<file path="config.mk">
export PLATFORM = sky130hd
export DESIGN_NAME = decimal_vector_parser_core
export DESIGN_NICKNAME = d
export VERILOG_FILES = /design/src/rtl/core/dvp_pkg.sv /design/src/rtl/core/dvp_front.sv /design/src/rtl/core/dvp_queue.sv /design/src/rtl/core/dvp_back.sv /design/src/rtl/core/decimal_vector_parser_core.sv
export SDC_FILE = /design/constraint.sdc
export NUM_CORES = 1
export LEC_CHECK = 0
export BUFFER_PORTS_ARGS = -buffer_cell sky130_fd_sc_hd__buf_2
export CORE_MARGIN = 4
export CORE_UTILIZATION = 48
export DETAILED_ROUTE_END_ITERATION = 8
export PLACE_DENSITY = 0.69
export SETUP_SLACK_MARGIN = 0.5
export SLEW_MARGIN = 30
export SYNTH_ARGS = -nofsm -noshare
export SYNTH_HDL_FRONTEND = slang
export SYNTH_SLANG_ARGS = --single-unit
</file>
<file path="constraint.sdc">
create_clock -name clock -period 15.82 [get_ports clock]
set_clock_uncertainty 0.1 [all_clocks]
set_input_delay 3.164 -clock clock [delete_from_list [all_inputs] [get_ports clock]]
set_output_delay 3.164 -clock clock [all_outputs]
set_load 0.05 [all_outputs]
</file>
<file path="src/rtl/core/dvp_pkg.sv">
// Shared types and constants of the decimal vector parser.
`default_nettype none

package dvp_pkg;

   // Character codes the parser recognizes
   localparam logic [7:0] CHAR_MINUS = 8'h2D;
   localparam logic [7:0] CHAR_DOT   = 8'h2E;
   localparam logic [7:0] CHAR_ZERO  = 8'h30;
   localparam logic [7:0] CHAR_NINE  = 8'h39;

   // Separator register reset value (comma)
   localparam logic [7:0] SEP_RESET = 8'd44;

   // Register index of the separator (word index on the csr port)
   localparam logic REG_SEPARATOR = 1'b0;

   // Defaults for the top level parameters
   localparam int FRAC_BITS_DEFAULT   = 16;
   localparam int FRAC_DIGITS_DEFAULT = 6;

   // Stream widths
   localparam int REQ_DATA_W = 8;
   localparam int RSP_DATA_W = 112;
   localparam int CSR_ADDR_W = 3;
   localparam int CSR_DATA_W = 32;

   // One classified character as it travels from front to back
   typedef struct packed {
      logic       start;
      logic       is_digit;
      logic [3:0] digit;
      logic       is_minus;
      logic       is_dot;
      logic       is_sep;
   } dvp_char_type;

   // One finished parse result
   typedef struct packed {
      logic [7:0]  consumed;
      logic        overflow;
      logic        ok;
      logic [31:0] z;
      logic [31:0] y;
      logic [31:0] x;
   } dvp_result_type;

endpackage

`default_nettype wire

</file>
<file path="src/rtl/core/dvp_front.sv">
// Front end: takes characters from the request stream and classifies them.
`default_nettype none

module dvp_front (
   input  wire logic                   req_tvalid,
   output logic                        req_tready,
   input  wire logic [7:0]             req_tdata,   // [7:0] char_in
   input  wire logic                   req_tuser,   // [0] start_vector
   input  wire logic [7:0]             separator,
   input  wire logic                   queue_full,
   output logic                        push,
   output dvp_pkg::dvp_char_type       push_data
);
   import dvp_pkg::*;

   logic is_digit;

   // Accept whenever the queue has room
   assign req_tready = !queue_full;
   assign push       = req_tvalid && !queue_full;

   // Classify the character
   assign is_digit = (req_tdata >= CHAR_ZERO) && (req_tdata <= CHAR_NINE);

   always_comb begin
      push_data.start    = req_tuser;
      push_data.is_digit = is_digit;
      push_data.digit    = is_digit ? 4'(req_tdata - CHAR_ZERO) : 4'd0;
      push_data.is_minus = (req_tdata == CHAR_MINUS);
      push_data.is_dot   = (req_tdata == CHAR_DOT);
      push_data.is_sep   = (req_tdata == separator);
   end

endmodule

`default_nettype wire

</file>
<file path="src/rtl/core/dvp_queue.sv">
// Two-entry queue of classified characters between front and back.
`default_nettype none

module dvp_queue (
   input  wire logic                   clock,
   input  wire logic                   reset,
   input  wire logic                   push,
   input  wire dvp_pkg::dvp_char_type  push_data,
   output logic                        full,
   input  wire logic                   pop,
   output logic                        valid,
   output dvp_pkg::dvp_char_type       head
);
   import dvp_pkg::*;

   localparam int DEPTH = 2;
   localparam int PTR_W = $clog2(DEPTH);
   localparam int CNT_W = $clog2(DEPTH + 1);

   dvp_char_type     entry_ff [DEPTH];
   logic [PTR_W-1:0] wr_ptr_ff, wr_ptr_in;
   logic [PTR_W-1:0] rd_ptr_ff, rd_ptr_in;
   logic [CNT_W-1:0] count_ff, count_in;

   assign full  = (count_ff == CNT_W'(DEPTH));
   assign valid = (count_ff != '0);
   assign head  = entry_ff[rd_ptr_ff];

   // Pointer and fill count update
   always_comb begin
      wr_ptr_in = push ? wr_ptr_ff + 1'b1 : wr_ptr_ff;
      rd_ptr_in = pop  ? rd_ptr_ff + 1'b1 : rd_ptr_ff;
      count_in  = count_ff;
      if (push && !pop) begin
         count_in = count_ff + 1'b1;
      end else if (pop && !push) begin
         count_in = count_ff - 1'b1;
      end
   end

   always_ff @(posedge clock) begin
      if (reset) begin
         wr_ptr_ff <= '0;
         rd_ptr_ff <= '0;
         count_ff  <= '0;
      end else begin
         wr_ptr_ff <= wr_ptr_in;
         rd_ptr_ff <= rd_ptr_in;
         count_ff  <= count_in;
      end
   end

   // Entry storage
   always_ff @(posedge clock) begin
      if (push) begin
         entry_ff[wr_ptr_ff] <= push_data;
      end
   end

   assert property (@(posedge clock) disable iff (reset)
      full |-> !push)
      else $error("queue written while full");

   assert property (@(posedge clock) disable iff (reset)
      !valid |-> !pop)
      else $error("queue read while empty");

   assert property (@(posedge clock) disable iff (reset)
      count_ff <= CNT_W'(DEPTH))
      else $error("queue fill count out of range");

endmodule

`default_nettype wire

</file>
<file path="src/rtl/core/dvp_back.sv">
// Back end: number parsing state machine and the result output register.
`default_nettype none

module dvp_back #(
   parameter int FRAC_BITS   = dvp_pkg::FRAC_BITS_DEFAULT,
   parameter int FRAC_DIGITS = dvp_pkg::FRAC_DIGITS_DEFAULT
) (
   input  wire logic                   clock,
   input  wire logic                   reset,
   input  wire logic                   q_valid,
   input  wire dvp_pkg::dvp_char_type  q_head,
   output logic                        q_pop,
   output logic                        rsp_tvalid,
   input  wire logic                   rsp_tready,
   output dvp_pkg::dvp_result_type     rsp_result
);
   import dvp_pkg::*;

   // Integer part geometry
   localparam int IW        = 32 - FRAC_BITS;
   localparam int NW        = IW + 4;
   localparam int INT_CAP   = (1 << (31 - FRAC_BITS)) - 1;
   localparam int INT_LIMIT = (32767 < INT_CAP) ? 32767 : INT_CAP;
   localparam logic [NW-1:0] LIMIT_N   = NW'(INT_LIMIT);
   localparam logic [31:0]   LIMIT_ACC = 32'(INT_LIMIT) << FRAC_BITS;
   localparam logic [2:0]    FD_MAX    = 3'(FRAC_DIGITS);
   localparam logic [35:0]   MAG_MAX   = 36'h07FFFFFFF;

   // Rounded weight of each fraction digit position
   localparam longint unsigned ONE2 = 64'd1 << (FRAC_BITS + 1);
   localparam longint unsigned W0 = (ONE2 / 64'd10 + 64'd1) >> 1;
   localparam longint unsigned W1 = (ONE2 / 64'd100 + 64'd1) >> 1;
   localparam longint unsigned W2 = (ONE2 / 64'd1000 + 64'd1) >> 1;
   localparam longint unsigned W3 = (ONE2 / 64'd10000 + 64'd1) >> 1;
   localparam longint unsigned W4 = (ONE2 / 64'd100000 + 64'd1) >> 1;
   localparam longint unsigned W5 = (ONE2 / 64'd1000000 + 64'd1) >> 1;
   localparam longint unsigned W6 = (ONE2 / 64'd10000000 + 64'd1) >> 1;
   localparam logic [31:0] WEIGHT [8] = '{32'(W0), 32'(W1), 32'(W2), 32'(W3),
                                         32'(W4), 32'(W5), 32'(W6), 32'd0};

   typedef enum logic [1:0] {PH_SIGN, PH_INT, PH_FRAC} phase_type;

   // Parse state
   logic           active_ff,   active_in;
   logic [1:0]     comp_ff,     comp_in;
   phase_type      phase_ff,    phase_in;
   logic [31:0]    acc_ff,      acc_in;
   logic [2:0]     frac_cnt_ff, frac_cnt_in;
   logic           neg_ff,      neg_in;
   logic [31:0]    saved_x_ff,  saved_x_in;
   logic [31:0]    saved_y_ff,  saved_y_in;
   logic [7:0]     count_ff,    count_in;
   logic           ovf_ff,      ovf_in;
   logic           rsp_valid_ff, rsp_valid_in;
   dvp_result_type rsp_ff,      rsp_in;

   // State as seen by this character (a start clears it first)
   logic           e_active;
   logic [1:0]     e_comp;
   phase_type      e_phase;
   logic [31:0]    e_acc;
   logic [2:0]     e_frac_cnt;
   logic           e_neg;
   logic [31:0]    e_saved_x;
   logic [31:0]    e_saved_y;
   logic [7:0]     e_count;
   logic           e_ovf;

   logic [NW-1:0]  int_n;
   logic           int_sat;
   logic [31:0]    int_acc;
   logic [35:0]    frac_sum;
   logic [31:0]    frac_acc;
   logic [31:0]    cur_val;
   logic [7:0]     count_inc;
   logic           emit;
   logic           emit_ok;
   logic           emit_cur;
   logic           do_step;

   assign q_pop      = q_valid && (!rsp_valid_ff || rsp_tready);
   assign do_step    = q_pop && e_active;
   assign rsp_tvalid = rsp_valid_ff;
   assign rsp_result = rsp_ff;

   // Effective state
   always_comb begin
      if (q_head.start) begin
         e_active   = 1'b1;
         e_comp     = 2'd0;
         e_phase    = PH_SIGN;
         e_acc      = '0;
         e_frac_cnt = '0;
         e_neg      = 1'b0;
         e_saved_x  = '0;
         e_saved_y  = '0;
         e_count    = '0;
         e_ovf      = 1'b0;
      end else begin
         e_active   = active_ff;
         e_comp     = comp_ff;
         e_phase    = phase_ff;
         e_acc      = acc_ff;
         e_frac_cnt = frac_cnt_ff;
         e_neg      = neg_ff;
         e_saved_x  = saved_x_ff;
         e_saved_y  = saved_y_ff;
         e_count    = count_ff;
         e_ovf      = ovf_ff;
      end
   end

   // Integer digit: times ten plus digit, clamped
   always_comb begin
      int_n   = {4'b0, e_acc[31:FRAC_BITS]} * NW'(10) + NW'(q_head.digit);
      int_sat = (int_n > LIMIT_N);
      int_acc = int_sat ? LIMIT_ACC : (32'(int_n) << FRAC_BITS);
   end

   // Fraction digit: add digit times rounded weight, clamped
   always_comb begin
      frac_sum = {4'b0, e_acc} + 36'(WEIGHT[e_frac_cnt]) * 36'(q_head.digit);
      frac_acc = (frac_sum > MAG_MAX) ? MAG_MAX[31:0] : frac_sum[31:0];
   end

   assign cur_val   = e_neg ? (32'd0 - e_acc) : e_acc;
   assign count_inc = (e_count == 8'd255) ? e_count : e_count + 8'd1;

   // Character handling
   always_comb begin
      active_in   = e_active;
      comp_in     = e_comp;
      phase_in    = e_phase;
      acc_in      = e_acc;
      frac_cnt_in = e_frac_cnt;
      neg_in      = e_neg;
      saved_x_in  = e_saved_x;
      saved_y_in  = e_saved_y;
      count_in    = e_count;
      ovf_in      = e_ovf;
      emit        = 1'b0;
      emit_ok     = 1'b0;
      emit_cur    = 1'b1;
      case (e_phase)
         PH_SIGN: begin
            if (q_head.is_minus) begin
               neg_in   = 1'b1;
               phase_in = PH_INT;
               count_in = count_inc;
            end else if (q_head.is_digit) begin
               acc_in   = int_acc;
               ovf_in   = e_ovf | int_sat;
               phase_in = PH_INT;
               count_in = count_inc;
            end else if (q_head.is_dot) begin
               phase_in = PH_FRAC;
               count_in = count_inc;
            end else begin
               emit     = 1'b1;
               emit_cur = 1'b0;
            end
         end
         PH_INT: begin
            if (q_head.is_digit) begin
               acc_in   = int_acc;
               ovf_in   = e_ovf | int_sat;
               count_in = count_inc;
            end else if (q_head.is_dot) begin
               phase_in = PH_FRAC;
               count_in = count_inc;
            end else begin
               emit = 1'b1;
            end
         end
         PH_FRAC: begin
            if (q_head.is_digit) begin
               if (e_frac_cnt < FD_MAX) begin
                  acc_in      = frac_acc;
                  frac_cnt_in = e_frac_cnt + 3'd1;
               end
               count_in = count_inc;
            end else begin
               emit = 1'b1;
            end
         end
         default: begin
            emit     = 1'b1;
            emit_cur = 1'b0;
         end
      endcase

      // End of a number: third one finishes, else a separator moves on
      if (emit && e_phase != PH_SIGN) begin
         if (e_comp == 2'd2) begin
            emit_ok = 1'b1;
         end else if (q_head.is_sep) begin
            emit = 1'b0;
            if (e_comp == 2'd0) begin
               saved_x_in = cur_val;
            end else begin
               saved_y_in = cur_val;
            end
            comp_in     = e_comp + 2'd1;
            phase_in    = PH_SIGN;
            acc_in      = '0;
            frac_cnt_in = '0;
            neg_in      = 1'b0;
            count_in    = count_inc;
         end
      end
      if (emit) begin
         active_in = 1'b0;
      end
   end

   // Result assembly
   always_comb begin
      rsp_in.x        = (e_comp == 2'd0) ? (emit_cur ? cur_val : 32'd0) : e_saved_x;
      rsp_in.y        = (e_comp == 2'd0) ? 32'd0 :
                        (e_comp == 2'd1) ? (emit_cur ? cur_val : 32'd0) : e_saved_y;
      rsp_in.z        = (e_comp == 2'd2 && emit_cur) ? cur_val : 32'd0;
      rsp_in.ok       = emit_ok;
      rsp_in.overflow = e_ovf;
      rsp_in.consumed = e_count;
      if (do_step && emit) begin
         rsp_valid_in = 1'b1;
      end else if (rsp_tready) begin
         rsp_valid_in = 1'b0;
      end else begin
         rsp_valid_in = rsp_valid_ff;
      end
   end

   // State and registered outputs
   always_ff @(posedge clock) begin
      if (reset) begin
         active_ff    <= 1'b0;
         comp_ff      <= 2'd0;
         phase_ff     <= PH_SIGN;
         acc_ff       <= '0;
         frac_cnt_ff  <= '0;
         neg_ff       <= 1'b0;
         saved_x_ff   <= '0;
         saved_y_ff   <= '0;
         count_ff     <= '0;
         ovf_ff       <= 1'b0;
         rsp_valid_ff <= 1'b0;
      end else begin
         if (do_step) begin
            active_ff   <= active_in;
            comp_ff     <= comp_in;
            phase_ff    <= phase_in;
            acc_ff      <= acc_in;
            frac_cnt_ff <= frac_cnt_in;
            neg_ff      <= neg_in;
            saved_x_ff  <= saved_x_in;
            saved_y_ff  <= saved_y_in;
            count_ff    <= count_in;
            ovf_ff      <= ovf_in;
         end
         rsp_valid_ff <= rsp_valid_in;
      end
      if (do_step && emit) begin
         rsp_ff <= rsp_in;
      end
   end

   // A parse only ends by loading a result
   assert property (@(posedge clock) disable iff (reset)
      $past(!reset) && $fell(active_ff) |-> rsp_valid_ff)
      else $error("parse ended without a result");

   // A successful parse has read at least three numbers and two separators
   assert property (@(posedge clock) disable iff (reset)
      rsp_valid_ff && rsp_ff.ok |-> rsp_ff.consumed >= 8'd5)
      else $error("ok result with too few characters");

   // A third component only appears on a successful parse
   assert property (@(posedge clock) disable iff (reset)
      rsp_valid_ff && (rsp_ff.z != 32'd0) |-> rsp_ff.ok)
      else $error("third component without success");

   // Component index stays within the three numbers
   assert property (@(posedge clock) disable iff (reset)
      comp_ff != 2'd3)
      else $error("component index out of range");

endmodule

`default_nettype wire

</file>
<file path="src/rtl/core/decimal_vector_parser_core.sv">
// Top level of the decimal vector parser: csr register, front, queue and back.
//
//   channel  | direction | handshake          | contents
//   req_     | in        | tvalid/tready      | tdata: char_in; tuser: start_vector
//   rsp_     | out       | tvalid/tready      | tdata: x, y, z, parse_ok, overflow, count
//   csr_     | in/out    | psel/penable/pready| separator_char at byte address 0
//
// One character per cycle is sustained while rsp_ is not stalled; each character is
// classified, queued and taken by the back step (times ten plus a table weight add).
// A result appears on rsp_ in the cycle after its stopping character leaves the queue.
// Reset is synchronous and clears all control state; no clearing pass is needed.
// A stalled rsp_ holds the back; the two-entry queue then absorbs characters.
`default_nettype none

module decimal_vector_parser_core #(
   parameter int FRAC_BITS   = dvp_pkg::FRAC_BITS_DEFAULT,
   parameter int FRAC_DIGITS = dvp_pkg::FRAC_DIGITS_DEFAULT
) (
   input  wire logic                            clock,
   input  wire logic                            reset,
   input  wire logic                            req_tvalid,
   output logic                                 req_tready,
   input  wire logic [dvp_pkg::REQ_DATA_W-1:0]  req_tdata,  // [7:0] char_in
   input  wire logic                            req_tuser,  // [0] start_vector
   output logic                                 rsp_tvalid,
   input  wire logic                            rsp_tready,
   // [31:0] x_value, [63:32] y_value, [95:64] z_value, [96] parse_ok,
   // [97] overflow_flag, [105:98] chars_consumed, [111:106] zero
   output logic [dvp_pkg::RSP_DATA_W-1:0]       rsp_tdata,
   input  wire logic                            csr_psel,
   input  wire logic                            csr_penable,
   input  wire logic                            csr_pwrite,
   input  wire logic [dvp_pkg::CSR_ADDR_W-1:0]  csr_paddr,
   input  wire logic [dvp_pkg::CSR_DATA_W-1:0]  csr_pwdata,
   output logic [dvp_pkg::CSR_DATA_W-1:0]       csr_prdata,
   output logic                                 csr_pready
);
   import dvp_pkg::*;

   logic [7:0]     sep_ff, sep_in;
   logic           csr_write;
   logic           reg_index;
   logic           q_full;
   logic           q_push;
   dvp_char_type   q_push_data;
   logic           q_pop;
   logic           q_valid;
   dvp_char_type   q_head;
   dvp_result_type result;

   // Configuration register
   assign csr_pready = 1'b1;
   assign reg_index  = csr_paddr[2];
   assign csr_write  = csr_psel && csr_penable && csr_pwrite && csr_pready;
   assign sep_in     = (csr_write && reg_index == REG_SEPARATOR) ? csr_pwdata[7:0] : sep_ff;
   assign csr_prdata = (reg_index == REG_SEPARATOR) ? {24'd0, sep_ff} : '0;

   always_ff @(posedge clock) begin
      if (reset) begin
         sep_ff <= SEP_RESET;
      end else begin
         sep_ff <= sep_in;
      end
   end

   dvp_front u_front (
      .req_tvalid (req_tvalid),
      .req_tready (req_tready),
      .req_tdata  (req_tdata),
      .req_tuser  (req_tuser),
      .separator  (sep_ff),
      .queue_full (q_full),
      .push       (q_push),
      .push_data  (q_push_data)
   );

   dvp_queue u_queue (
      .clock     (clock),
      .reset     (reset),
      .push      (q_push),
      .push_data (q_push_data),
      .full      (q_full),
      .pop       (q_pop),
      .valid     (q_valid),
      .head      (q_head)
   );

   dvp_back #(
      .FRAC_BITS   (FRAC_BITS),
      .FRAC_DIGITS (FRAC_DIGITS)
   ) u_back (
      .clock      (clock),
      .reset      (reset),
      .q_valid    (q_valid),
      .q_head     (q_head),
      .q_pop      (q_pop),
      .rsp_tvalid (rsp_tvalid),
      .rsp_tready (rsp_tready),
      .rsp_result (result)
   );

   // Pack the result, first field lowest
   assign rsp_tdata = {6'd0, result.consumed, result.overflow, result.ok,
                       result.z, result.y, result.x};

endmodule

`default_nettype wire

</file>
==> results.sh, run 1 <==
export IMPL_outcome="finished, final reports clean"
export IMPL_finalHoldViolations=0
export IMPL_start_util_pct=48.9
export IMPL_rows=66
export IMPL_clock_sinks=252
export IMPL_layout_drive_gt1_share_pct=12.1
export IMPL_timing_max_slew_rel_slack_pct=32.1
export IMPL_rrSetupSlack_ns=7.73
export IMPL_dp_hpwl_mm=31.2
export IMPL_max_clock_freq_mhz=124
export IMPL_irDropWorstVdd_mv=0.0682
export IMPL_cts_tree="done"
export IMPL_grt_pass1_wl_mm=70.1
export IMPL_yosysSeqAreaShare_pct=39.2
export IMPL_areaGrowthSynthToFinish_pct=10.6
export IMPL_routabilityCongestion=0.942
export IMPL_wl_met3_mm=3.22
export IMPL_reg2reg_to="u_back.acc_ff[11]$_SDFFE_PP0P_"
export IMPL_htreeDepth=1
export IMPL_ant_nets=0
export IMPL_maxSlewViolCount=0
export IMPL_synth_commonest_cells="nor2_1 (247), nand2_1 (178), dfxtp_1 (128), edfxtp_1 (124), a21oi_1 (113)"
export IMPL_first_global_vias=13179
export IMPL_top_layer_used="met4"
export IMPL_p_leak_nw=7.19
export IMPL_synth_seq_cells=252
export IMPL_drt_iter0_drc=1316
export IMPL_synth_ff_type="dfxtp_1"
export IMPL_whs_endpoint="u_back.saved_x_ff[31]$_SDFFE_PP0P_"
export IMPL_worstHoldPathType="register to register"
export IMPL_drcViolationCount=0
export IMPL_clk_latency_ns=0.52
export IMPL_die_height_um=191
export IMPL_swShare_pct=43.9
export IMPL_numPortBuffers=140
export IMPL_cp_arrival_ns=8.40
export IMPL_io_pins=198
export IMPL_vias=13918
export IMPL_dieArea_sq_mm=0.0364
export IMPL_dr_pass1_iters=6
export IMPL_cts_max_path_buffers=3
export IMPL_post_route_min_period_ns=8.09
export IMPL_ctsHoldBuffers=0
export IMPL_period_share_pct=51.1
export IMPL_netlist_cell_type_count=82
export IMPL_postCtsSetupRepairBufs=0
export IMPL_synthesis_area_sq_mm=0.0160
export IMPL_rsz0062_at_grt="no"
export IMPL_whs_path_depth=2
export IMPL_worstMarginPinSlew_ns=1.02
export IMPL_wl_mm=43.7
export IMPL_critPathKind="register to register"
export IMPL_p_switching_mw=1.14
export IMPL_p_int_mw=1.46
export IMPL_drv_cap=0
export IMPL_path_max_fanout=67
export IMPL_coreArea_sq_mm=0.0328
export IMPL_synth_top_cell_by_area="edfxtp_1"
export IMPL_powerDensity_mw_per_mm2=146
export IMPL_fp_dieW_um=191
export IMPL_seq_power_share_pct=31.0
export IMPL_syn_avg_cell_area_sq_um=8.74
export IMPL_hp_start="u_back.saved_x_ff[31]$_SDFFE_PP0P_"
export IMPL_cts_resized=0
export IMPL_max_stage_delay_ns=0.80
export IMPL_syn_instance_count=1834
export IMPL_met2_length_mm=20.0
export IMPL_grt_overflow=0
export IMPL_track_usage_pct=23.2
export IMPL_wl_per_cell_um=18.4
export IMPL_p_clk_share_pct=22.6
export IMPL_met1_length_mm=19.6
export IMPL_power_mw=2.59
export IMPL_r2r_cells=22
export IMPL_yosys_cell_count_top_type="nor2_1"
export IMPL_grt_start_max_net_pins=78
export IMPL_clk_pin_slew_ns=0.06
export IMPL_antennaDiodeCount=0
export IMPL_p_comb_share_pct=46.4
export IMPL_async_reset_ff_share_pct=0
export IMPL_crit_chain="mux2i_4, buf_4, buf_4, nand2_1, inv_1, ha_1, and3_1, fa_1, fa_1, inv_1, fa_1, inv_1, ha_1, a21oi_1, o21ai_0, a31oi_1, o21ai_0, a31oi_1, a21boi_2, nor2_1, a21boi_0, o221a_2"
export IMPL_yosysWarningCount=0
export IMPL_setup_viol=0
export IMPL_cp_end_kind="register"
export IMPL_viasPerCell=5.87
export IMPL_grt_antenna_before_repair=0
export IMPL_crit_path_top_delay_cell="dfxtp_1"
export IMPL_final_nets=2073
export IMPL_finalCoreUtilization_pct=54.1
export IMPL_crit_required_ns=16.13
export IMPL_fin_setup_tns_ns=0
export IMPL_cts_buffers=25
export IMPL_clockRootBuffer="clkbuf_16"
export IMPL_synth_top_area_share_pct=23.2
export IMPL_fillerInstances=3056
export IMPL_cp_start_kind="register"
export IMPL_synth_edf_count=124
export IMPL_synthTopCellsByArea="edfxtp_1 (23%), dfxtp_1 (16%), ha_1 (6.2%)"
-- final cells by class --
cell class                 instances  area (sq um)  share of cell area [%]
tap                              442           553                    3.12
sequential                       252          6290                    35.4
inverter                          98           370                    2.09
multi-input combinational       1373          8840                    49.9
timing repair buffer             163           880                    4.96
clock buffer                      34           689                    3.89
clock inverter                    11           115                   0.649
-- power by group through the flow --
| stage | clock network (mW) | registers (mW) | logic, mW |
|---|---|---|---|
| 2_1_floorplan | 0 | 0.875 | 0.826 |
| 3_3_place_gp | 0 | 0.815 | 1.17 |
| 3_5_place_dp | 0 | 0.817 | 1.18 |
| 4_1_cts | 0.594 | 0.803 | 1.19 |
| 5_1_grt | 0.621 | 0.811 | 1.32 |
| 6_report | 0.586 | 0.805 | 1.20 |
-- worst max path at each step --
| stage | start | end | slack (ns) | depth (start not counted) |
|---|---|---|---|---|
| floorplan | csr_paddr[2] | csr_prdata[0] | 8.70 | 1 |
| global placement | register | u_back.acc_ff[11]$_SDFFE_PP0P_ | 7.92 | 22 |
| detailed placement | register | u_back.acc_ff[11]$_SDFFE_PP0P_ | 7.81 | 22 |
| CTS | register | u_back.acc_ff[11]$_SDFFE_PP0P_ | 7.82 | 22 |
| global route | register | u_back.acc_ff[11]$_SDFFE_PP0P_ | 7.19 | 22 |
| finish | register | u_back.acc_ff[11]$_SDFFE_PP0P_ | 7.73 | 22 |
-- metal layers --
layer / track usage, % / vias up
met5: 0 / -
met4: 5.77 / 0
met3: 2.60 / 64
met2: 37.8 / 564
met1: 33.2 / 6656
li1: - / 6634
-- critical path: cells and delay by family (launching register included) --
kind / cells / cell delay, ns
AO/OA/AOI/OAI: 8 / 2.13
adder cells (fa/ha/maj): 5 / 2.07
buffers and inverters: 5 / 1.47
AND/OR/NAND/NOR: 3 / 1.05
flip-flops: 1 / 0.80
multiplexers: 1 / 0.34
-- cells in the final DEF (no fill, tap or decap), drive strengths merged, types with 13 or more instances in the layout --
master    n
o211ai   13
and2     45
a22oi    55
o21a     13
o21ai    88
a211oi   18
nand2b   18
buf     163
a31oi    16
xnor2    37
a21o     14
xor2     38
nand3    36
nand4    18
nor2    247
dfxtp   128
fa       30
a22o     24
and3     20
inv      99
nor4     22
a21oi   113
conb     31
nor3     36
clkbuf   34
nor2b    22
nand2   178
edfxtp  124
ha       79
o31ai    14
-- flip-flops by register name, summed over array words and instances, names as in the netlist, 2 cells and up, named ones only --
signal / flops
u_back.rsp_result: 106
u_back.acc_ff: 32
u_back.saved_x_ff: 32
u_back.saved_y_ff: 32
u_queue.entry_ff: 18
sep_ff: 8
u_back.count_ff: 8
u_back.frac_cnt_ff: 3
u_back.comp_ff: 2
u_back.phase_ff: 2
u_queue.count_ff: 2
-- through the flow --
stage	cells	setup slack [ns]	area [sq um]	hold slack, ns
2_1_floorplan	1863	8.70	16100	0.332
3_3_place_gp	2328	7.92	16900	0.340
3_5_place_dp	2328	7.81	16900	0.343
4_1_cts	2373	7.82	17700	0.352
5_1_grt	2373	7.19	17700	0.384
6_report	2373	7.73	17700	0.351
-- cell families (layout without fill, tap and decap cells) --
group	Yosys count	count (layout)	share of synthesized area (%)
AO/OA/AOI/OAI	458	458	19.1
XOR/XNOR	75	75	4.14
other	2	31	0.0468
adder cells (fa/ha/maj)	109	109	9.91
flip-flops	252	252	39.2
multiplexers	18	18	1.19
AND/OR/NAND/NOR	682	682	19.8
buffers and inverters	238	306	6.59
(Power assumes the default switching activity.)
==> inputs of run 2 (changes only) <==
==> constraint.sdc (replaced) <==
create_clock -name clock -period 7.7 [get_ports clock]
set_clock_uncertainty 0.1 [all_clocks]
set_input_delay 1.54 -clock clock [delete_from_list [all_inputs] [get_ports clock]]
set_output_delay 1.54 -clock clock [all_outputs]
set_load 0.05 [all_outputs]
==> run 2 against run 1 <==
- via count grew 0.24%
- worst setup slack got worse by 6.6 ns
- utilization up 0.24 points
- clock-buffer cell count down 4
- highest routed layer unchanged
==> results.sh, run 2 (synthesized netlist as in run 1, its figures left out) <==
export IMPL_rrSetupSlack_ns=1.16
export IMPL_cts_max_path_buffers=3
export IMPL_dieArea_sq_mm=0.0364
export IMPL_final_common_cell="nor2_1"
export IMPL_stdcell_area_sq_mm=0.0178
export IMPL_cp_arrival_ns=6.85
export IMPL_ant_nets=0
export IMPL_grt_start_max_net_pins=107
export IMPL_drv_cap=0
export IMPL_layout_drive_gt1_share_pct=12.4
export IMPL_postCtsSetupRepairBufs=0
export IMPL_cts_tree="done"
export IMPL_grt_antenna_before_repair=0
export IMPL_maxSlewViolCount=0
export IMPL_finalHoldViolations=0
export IMPL_met2_length_mm=19.9
export IMPL_areaGrowthSynthToFinish_pct=11.1
export IMPL_whs_path_depth=2
export IMPL_clockRootBuffer="clkbuf_16"
export IMPL_outcome="finished, final reports clean"
export IMPL_cp_start_kind="register"
export IMPL_first_global_vias=13287
export IMPL_track_usage_pct=23.4
export IMPL_post_route_min_period_ns=6.54
export IMPL_rsz0062_at_grt="no"
export IMPL_antennaDiodeCount=0
export IMPL_ctsHoldBuffers=0
export IMPL_numPortBuffers=140
export IMPL_cts_resized=0
export IMPL_period_share_pct=84.9
export IMPL_irDropWorstVdd_mv=0.140
export IMPL_whs_endpoint="u_back.saved_x_ff[31]$_SDFFE_PP0P_"
export IMPL_layout_common_cells="nor2_1 (244), nand2_1 (178), buf_2 (139), dfxtp_1 (127), edfxtp_1 (124)"
export IMPL_cts_buffers=27
export IMPL_placed_cell_area_sq_mm=0.0170
export IMPL_grt_overflow=0
export IMPL_dr_pass1_iters=5
export IMPL_p_leak_nw=7.22
export IMPL_io_pins=198
export IMPL_timing_max_slew_rel_slack_pct=35.1
export IMPL_reg2reg_to="u_back.acc_ff[11]$_SDFFE_PP0P_"
export IMPL_hp_start="u_back.saved_x_ff[31]$_SDFFE_PP0P_"
export IMPL_drcViolationCount=0
export IMPL_max_clock_freq_mhz=153
export IMPL_worstHoldPathType="register to register"
export IMPL_setup_viol=0
export IMPL_wl_per_cell_um=18.4
export IMPL_die_height_um=191
export IMPL_dp_hpwl_mm=31.4
export IMPL_critPathKind="register to register"
export IMPL_vias=13951
export IMPL_cp_end_kind="register"
export IMPL_htreeDepth=1
export IMPL_routabilityCongestion=0.948
export IMPL_powerDensity_mw_per_mm2=303
export IMPL_r2r_cells=18
export IMPL_wl_met3_mm=3.51
export IMPL_final_nets=2077
export IMPL_worstMarginPinSlew_ns=0.965
export IMPL_fin_setup_tns_ns=0
export IMPL_coreArea_sq_mm=0.0328
export IMPL_viasPerCell=5.86
export IMPL_clock_sinks=252
export IMPL_wl_mm=43.9
export IMPL_top_layer_used="met4"
export IMPL_met1_length_mm=19.5
export IMPL_grt_pass1_wl_mm=70.5
export IMPL_start_util_pct=48.9
export IMPL_path_max_fanout=83
export IMPL_drt_iter0_drc=1593
export IMPL_largest_reg_flops=106
export IMPL_clk_latency_ns=0.52
export IMPL_crit_required_ns=8.02
export IMPL_rows=66
export IMPL_fp_dieW_um=191
export IMPL_clk_pin_slew_ns=0.06
## run 2: cell count changes in the layout (fill, tap and decap cells not counted), sizes merged
cell      before  now
clkinv         7   10
inv           99  101
clkinvlp       1    4
buf          163  165
clkbuf        34   30
## run 2: through the flow
step | worst slack (ns) | utilization (%) | total power [mW] | hold slack, ns | instances
after detailed placement | 1.16 | 51.7 | 4.11 | 0.348 | 2330
after global routing | 0.634 | 54.3 | 5.73 | 0.397 | 2379
final | 1.16 | 54.3 | 5.40 | 0.369 | 2379
after global placement | 1.25 | 51.7 | 4.08 | 0.341 | 2330
after floorplan | 1.36 | - | 3.49 | 0.332 | 1863
after CTS | 1.12 | 54.3 | 5.38 | 0.372 | 2379
## run 2: area by class of cell
type	count	area [sq um]
fill	3047	15000
sequential	252	6290
tap	442	553
clock inverter	19	166
multi-input combinational	1373	8850
inverter	98	370
timing repair buffer	165	903
clock buffer	30	687
## run 2: report_power, final
part	leakage (nW)	switching [mW]	internal (mW)
clock	0.408	0.541	0.715
combinational	4.59	1.74	0.757
sequential	2.22	0.0967	1.54
## run 2: worst max-delay path: stages, from the launching register on
cell      delay [ns]
dfxtp_1         0.30
buf_4           0.24
mux2i_4         0.32
buf_4           0.68
nand3_1         0.22
fa_1            0.62
fa_1            0.46
fa_1            0.52
inv_1           0.05
ha_1            0.34
o211ai_1        0.22
o21ai_0         0.23
nand2_1         0.14
o21ai_0         0.16
a31oi_1         0.60
a21boi_2        0.22
nor2_1          0.51
a21boi_0        0.18
o221a_2         0.29
## run 2: layer usage
| metal | track usage (%) | vias up |
|---|---|---|
| met5 | 0 | - |
| met4 | 6.30 | 0 |
| met3 | 3.55 | 79 |
| met2 | 37.3 | 618 |
| met1 | 33.4 | 6581 |
| li1 | - | 6673 |
## run 2: worst max-delay path by stage
stage / start / endpoint / slack [ns] / depth (start not counted)
floorplan: register / u_back.acc_ff[15]$_SDFFE_PP0P_ / 1.36 / 24
global placement: register / u_back.acc_ff[11]$_SDFFE_PP0P_ / 1.25 / 18
detailed placement: register / u_back.acc_ff[11]$_SDFFE_PP0P_ / 1.16 / 18
CTS: register / u_back.acc_ff[11]$_SDFFE_PP0P_ / 1.12 / 18
global route: register / u_back.acc_ff[15]$_SDFFE_PP0P_ / 0.63 / 21
finish: register / u_back.acc_ff[11]$_SDFFE_PP0P_ / 1.16 / 18
